[config.mk]
export PLATFORM = sky130hd
export DESIGN_NAME = bws_ctrl
export DESIGN_NICKNAME = d
export VERILOG_FILES = /design/src/hw/rtl/bws_pkg.sv /design/src/hw/rtl/bws_ctrl.sv
export SDC_FILE = /design/constraint.sdc
export NUM_CORES = 1
export LEC_CHECK = 0
export BUFFER_PORTS_ARGS = -buffer_cell sky130_fd_sc_hd__buf_4
export CORE_MARGIN = 10
export CORE_UTILIZATION = 49
export DETAILED_ROUTE_END_ITERATION = 6
export PLACE_DENSITY = 0.82
export SLEW_MARGIN = 10
export SYNTH_ARGS = -nofsm -noshare
export SYNTH_HDL_FRONTEND = slang
export SYNTH_SLANG_ARGS = --single-unit
[constraint.sdc]
create_clock -name clk -period 2.3 [get_ports clk]
set_clock_uncertainty 0.2 [all_clocks]
set_input_delay 0.345 -clock clk [delete_from_list [all_inputs] [get_ports clk]]
set_output_delay 0.345 -clock clk [all_outputs]
set_load 0.02 [all_outputs]
[src/hw/rtl/bws_pkg.sv]
// Shared types, opcodes and controller/datapath interface structs for the bitmap window sort.
package bws_pkg;

	localparam logic [1:0] OP_INSERT = 2'd0;
	localparam logic [1:0] OP_DRAIN  = 2'd1;
	localparam logic [1:0] OP_CLEAR  = 2'd2;

	typedef struct packed {
		logic [1:0]  opcode;
		logic [31:0] value;
	} req_t;

	typedef struct packed {
		logic [31:0] sorted_value;
		logic        done_res;
	} res_t;

	// Commands from the controller to the datapath.
	typedef struct packed {
		logic capture;
		logic clr_start;
		logic clr_wr;
		logic ins_div;
		logic ins_rd;
		logic ins_wr;
		logic scan_rd;
		logic scan_adv;
		logic scan_hit;
		logic drn_done;
		logic idx_calc;
		logic out_load;
	} cmd_t;

	// Status from the datapath to the controller.
	typedef struct packed {
		logic clr_last;
		logic exhausted;
		logic hit;
		logic last_word;
	} sts_t;

endpackage

[src/hw/rtl/bws_ctrl.sv]
// Controller state machine of the bitmap window sort.
module bws_ctrl
	import bws_pkg::*;
(
	input  logic       clk,
	input  logic       arst_n,
	input  logic       req_valid,
	output logic       req_ready,
	input  logic [1:0] req_opcode,
	output logic       res_valid,
	input  logic       res_ready,
	output cmd_t       cmd,
	input  sts_t       sts
);

	typedef enum logic [8:0] {
		S_CLR     = 9'b000000001,
		S_IDLE    = 9'b000000010,
		S_INS_DIV = 9'b000000100,
		S_INS_RD  = 9'b000001000,
		S_INS_WR  = 9'b000010000,
		S_DRN_RD  = 9'b000100000,
		S_DRN_CHK = 9'b001000000,
		S_DRN_IDX = 9'b010000000,
		S_DRN_OUT = 9'b100000000
	} state_t;

	state_t state_q;
	state_t state_d;
	logic   res_valid_q;
	logic   slot_free;

	assign slot_free = !res_valid_q || res_ready;
	assign req_ready = (state_q == S_IDLE);

	always_comb begin
		state_d = state_q;
		cmd     = '0;
		case (state_q)
			S_CLR: begin
				cmd.clr_wr = 1'b1;
				if (sts.clr_last) begin
					state_d = S_IDLE;
				end
			end
			S_IDLE: begin
				if (req_valid) begin
					cmd.capture = 1'b1;
					case (req_opcode)
						OP_INSERT: state_d = S_INS_DIV;
						OP_DRAIN:  state_d = S_DRN_RD;
						OP_CLEAR: begin
							cmd.clr_start = 1'b1;
							state_d       = S_CLR;
						end
						default: state_d = S_IDLE;
					endcase
				end
			end
			S_INS_DIV: begin
				cmd.ins_div = 1'b1;
				state_d     = S_INS_RD;
			end
			S_INS_RD: begin
				cmd.ins_rd = 1'b1;
				state_d    = S_INS_WR;
			end
			S_INS_WR: begin
				cmd.ins_wr = 1'b1;
				state_d    = S_IDLE;
			end
			S_DRN_RD: begin
				if (sts.exhausted) begin
					cmd.drn_done = 1'b1;
					state_d      = S_DRN_OUT;
				end else begin
					cmd.scan_rd = 1'b1;
					state_d     = S_DRN_CHK;
				end
			end
			S_DRN_CHK: begin
				if (sts.hit) begin
					cmd.scan_hit = 1'b1;
					state_d      = S_DRN_IDX;
				end else if (sts.last_word) begin
					cmd.drn_done = 1'b1;
					state_d      = S_DRN_OUT;
				end else begin
					cmd.scan_adv = 1'b1;
				end
			end
			S_DRN_IDX: begin
				cmd.idx_calc = 1'b1;
				state_d      = S_DRN_OUT;
			end
			S_DRN_OUT: begin
				if (slot_free) begin
					cmd.out_load = 1'b1;
					state_d      = S_IDLE;
				end
			end
			default: state_d = S_CLR;
		endcase
	end

	always_ff @(posedge clk or negedge arst_n) begin
		if (!arst_n) begin
			state_q     <= S_CLR;
			res_valid_q <= 1'b0;
		end else begin
			state_q <= state_d;
			if (cmd.out_load) begin
				res_valid_q <= 1'b1;
			end else if (res_ready) begin
				res_valid_q <= 1'b0;
			end
		end
	end

	assign res_valid = res_valid_q;

`ifndef SYNTHESIS
	a_load_into_free_slot: assert property (@(posedge clk) disable iff (!arst_n)
		cmd.out_load |-> slot_free)
		else $error("result loaded over an untaken result");
	a_clear_starts_sweep: assert property (@(posedge clk) disable iff (!arst_n)
		(req_valid && req_ready && req_opcode == OP_CLEAR) |=> (state_q == S_CLR))
		else $error("clear request did not start the sweep");
	a_result_from_drain: assert property (@(posedge clk) disable iff (!arst_n)
		$rose(res_valid_q) |-> $past(state_q == S_DRN_OUT))
		else $error("result raised outside a drain");
`endif

endmodule

==> results.txt <==
run status: complete, but fails checks
failing checks: setup timing
Register-to-Register Path Depth: 4
Pwr Density: 821 nW/um^2
routed len/inst: 16.1 um
htree depth: 1
Final Hold Viols: 0
gp weighted congestion: 0.788
clk buf depth: 2
Layout area overhead: 52.4%
Cell Rows: 14
Clock Latency Late Sink: 260 ps
syn_nets: 100
Fin Setup TNS: -960 ps
TritonCTS buffer count: 3
R2R Setup Slk: 80 ps
Port Buffers: 23
Final min period: 2530 ps
Warnings, synthesis: 0
vias in the first global route: 864
GRT Total Usage: 12.9%
Post-DP HPWL: 1.76 mm
Total Wirelength: 2.34 mm
final cell count without fillers: 145
fin. max-slew vios: 0
Chip Height: 59.2 um
largest net degree at the start of global routing: 12
Die ar.: 3500 um^2
hold_sp: res_ready
crit end category: output pin
clock share of power: 16.2%
number of enable flip-flop cells after synthesis: 0
fmax: 0.395 GHz
CP Launch Type: flip-flop
final cycle utilization of the critical path: 110%
Starting Density: 51.1%
via/cell ratio: 5.84
initial antenna violation count: 0
sw frac: 39.4%
hold path cells: 2
Sink Count: 10
TritonCTS clock tree: built
first-pass GRT wire length: 3.70 mm
P_int: 0.000570 W
fraction of layout cells with a size suffix above 1: 48.1%
CTS root buf: clkbuf_4
Distinct cells, synth: 38
DRT iter0 DRCs: 16
average cell area after synthesis: 8.36 um^2
asr flop ratio synth: 100%
worst r2r src: state_q[4]
Inst Count DP: 135
Crit Path Max Fanout: 2
Post-Route Utilization: 77.9%
MaxCap Viol Count: 0
count of final setup violators: 7
die span in x: 59.2 um
DRC: 0
maximum VDD drop: 0.552 mV
Slew @ Worst Pin: 441 ps
# fillers: 106
routed via count: 847
unrepaired setup endpoints after global routing: true
post-route ant nets: 0
nets@finish: 140
WP data arrival: 1990 ps
worst hold slack: 84.4 ps
First-pass DRT Iterations: 4
final worst slack: -233 ps
slew margin rel.: 70.2%
Psw: 0.000371 W
GRT overflow: 0
CP required: 1750 ps
crit path kind: flip-flop to output pin
Core Region: 1470 um^2
HP Class: primary input to flip-flop
leakage power: 0.597 nW
Seq/Total Area, Yosys: 33.4%
Hold Path End: res_valid
Synth Flop Type: dfrtp_1
combinational share of power: 58.0%
Clock Pin Slew Worst Setup and Hold Paths: 60 ps
Cell Area, Synth: 752 um^2
#FFs+latches synth: 10
reg2reg end: state_q[5]
synthesized instance count: 90
antenna cells: 0
I/O pin count: 24
Sequential Power Share: 25.8%
[synth_stat cells, drive strengths merged (2+ instances only)]
cell type | instances | share of area, %
xor2 | 2 | 2.3
a21oi | 3 | 2.0
or4 | 2 | 2.5
a31oi | 4 | 3.3
nor4 | 4 | 3.3
o22ai | 2 | 1.7
clkbuf | 3 | 2.8
nand4b | 3 | 3.5
nor2 | 10 | 5.0
inv | 8 | 4.0
or3 | 4 | 4.7
nor3 | 6 | 4.0
dfrtp | 9 | 30
nor4b | 2 | 2.3
nand2 | 6 | 3.3
o211ai | 2 | 2.7
o21ai | 4 | 2.7
[layer usage]
metal / GRT usage [%] / vias to the layer above / wire, um
li1: - / 407 / -
met1: 14.5 / 410 / 982
met2: 22.5 / 28 / 1210
met3: 3.00 / 2 / 137
met4: 5.25 / 0 / 12
met5: 0 / - / 0
[critical path, stage by stage, from the launching register on]
cell      delay [ps]
dfrtp_1          380
or4_4            540
or3_4            360
clkinv_4          70
nand2_4           50
nor3b_4          180
buf_6            140
[cells by family after synthesis]
group	count (synthesis)	share of synthesized area [%]
AND/OR/NAND/NOR	47	38.9
AO/OA/AOI/OAI	18	16.3
buffers and inverters	13	8.99
flip-flops	10	33.4
XOR/XNOR	2	2.33
[per-stage QoR]
stage	total power, W	area (um^2)	setup WS [ps]
after floorplan	0.000547	768	-23.7
after global placement	0.000683	1010	33.6
after detailed placement	0.000703	1010	-15.0
after CTS	0.000889	1090	-253
after global routing	0.00101	1150	-292
final	0.000941	1150	-233
[timing repair]
item | 4_1_cts | 5_1_grt
endpoints found under the hold margin | 10 | 0
endpoints found under the setup margin | 7 | 13
hold buffers | 1 | 0
pin swaps | 0 | 1
gates resized for setup | 4 | 7
gates cloned | 0 | 0
setup buffers | 3 | 2
[layout make-up]
type | instances | area (um^2) | area share [%]
multi-input combinational | 67 | 493 | 43.0
timing repair buffer | 39 | 307 | 26.7
inverter | 9 | 38.8 | 3.38
sequential | 10 | 251 | 21.9
clock buffer | 4 | 36.3 | 3.17
tap | 16 | 20.0 | 1.75
[registers in the layout, summed over array words and instances (netlist names)]
name	count
res_valid	1
state_q	9
[worst max-delay path by stage]
stage	depth (start not counted)	to	slack [ps]	from
2_1_floorplan	5	cmd[10]	-20	state_q[4]
3_3_place_gp	6	cmd[10]	30	state_q[4]
3_5_place_dp	6	cmd[10]	-20	state_q[4]
4_1_cts	6	cmd[10]	-250	state_q[8]
5_1_grt	6	cmd[10]	-290	state_q[4]
6_report	6	cmd[10]	-230	state_q[4]
[layout by cell type, fill, tap and decap left out, types with 2 or more instances in the layout]
cell type,n
nand2_1,5
buf_6,3
nor3_1,3
or3_4,2
nand4b_1,3
xor2_1,2
a31oi_1,4
o21ai_0,4
nor4_1,2
buf_4,35
nor4b_1,2
nor3_2,2
dfrtp_1,9
o22ai_1,2
a21oi_1,3
or3_1,2
clkbuf_4,3
inv_1,8
nor2_1,10
[power groups by stage]
stage,logic (W),clock network [W],registers (W)
2_1_floorplan,0.000311,0,0.000236
3_3_place_gp,0.000448,0,0.000235
3_5_place_dp,0.000465,0,0.000238
4_1_cts,0.000497,0.000158,0.000234
5_1_grt,0.000595,0.000168,0.000245
6_report,0.000546,0.000153,0.000242
Note: power is estimated with default switching activity, not from simulation.
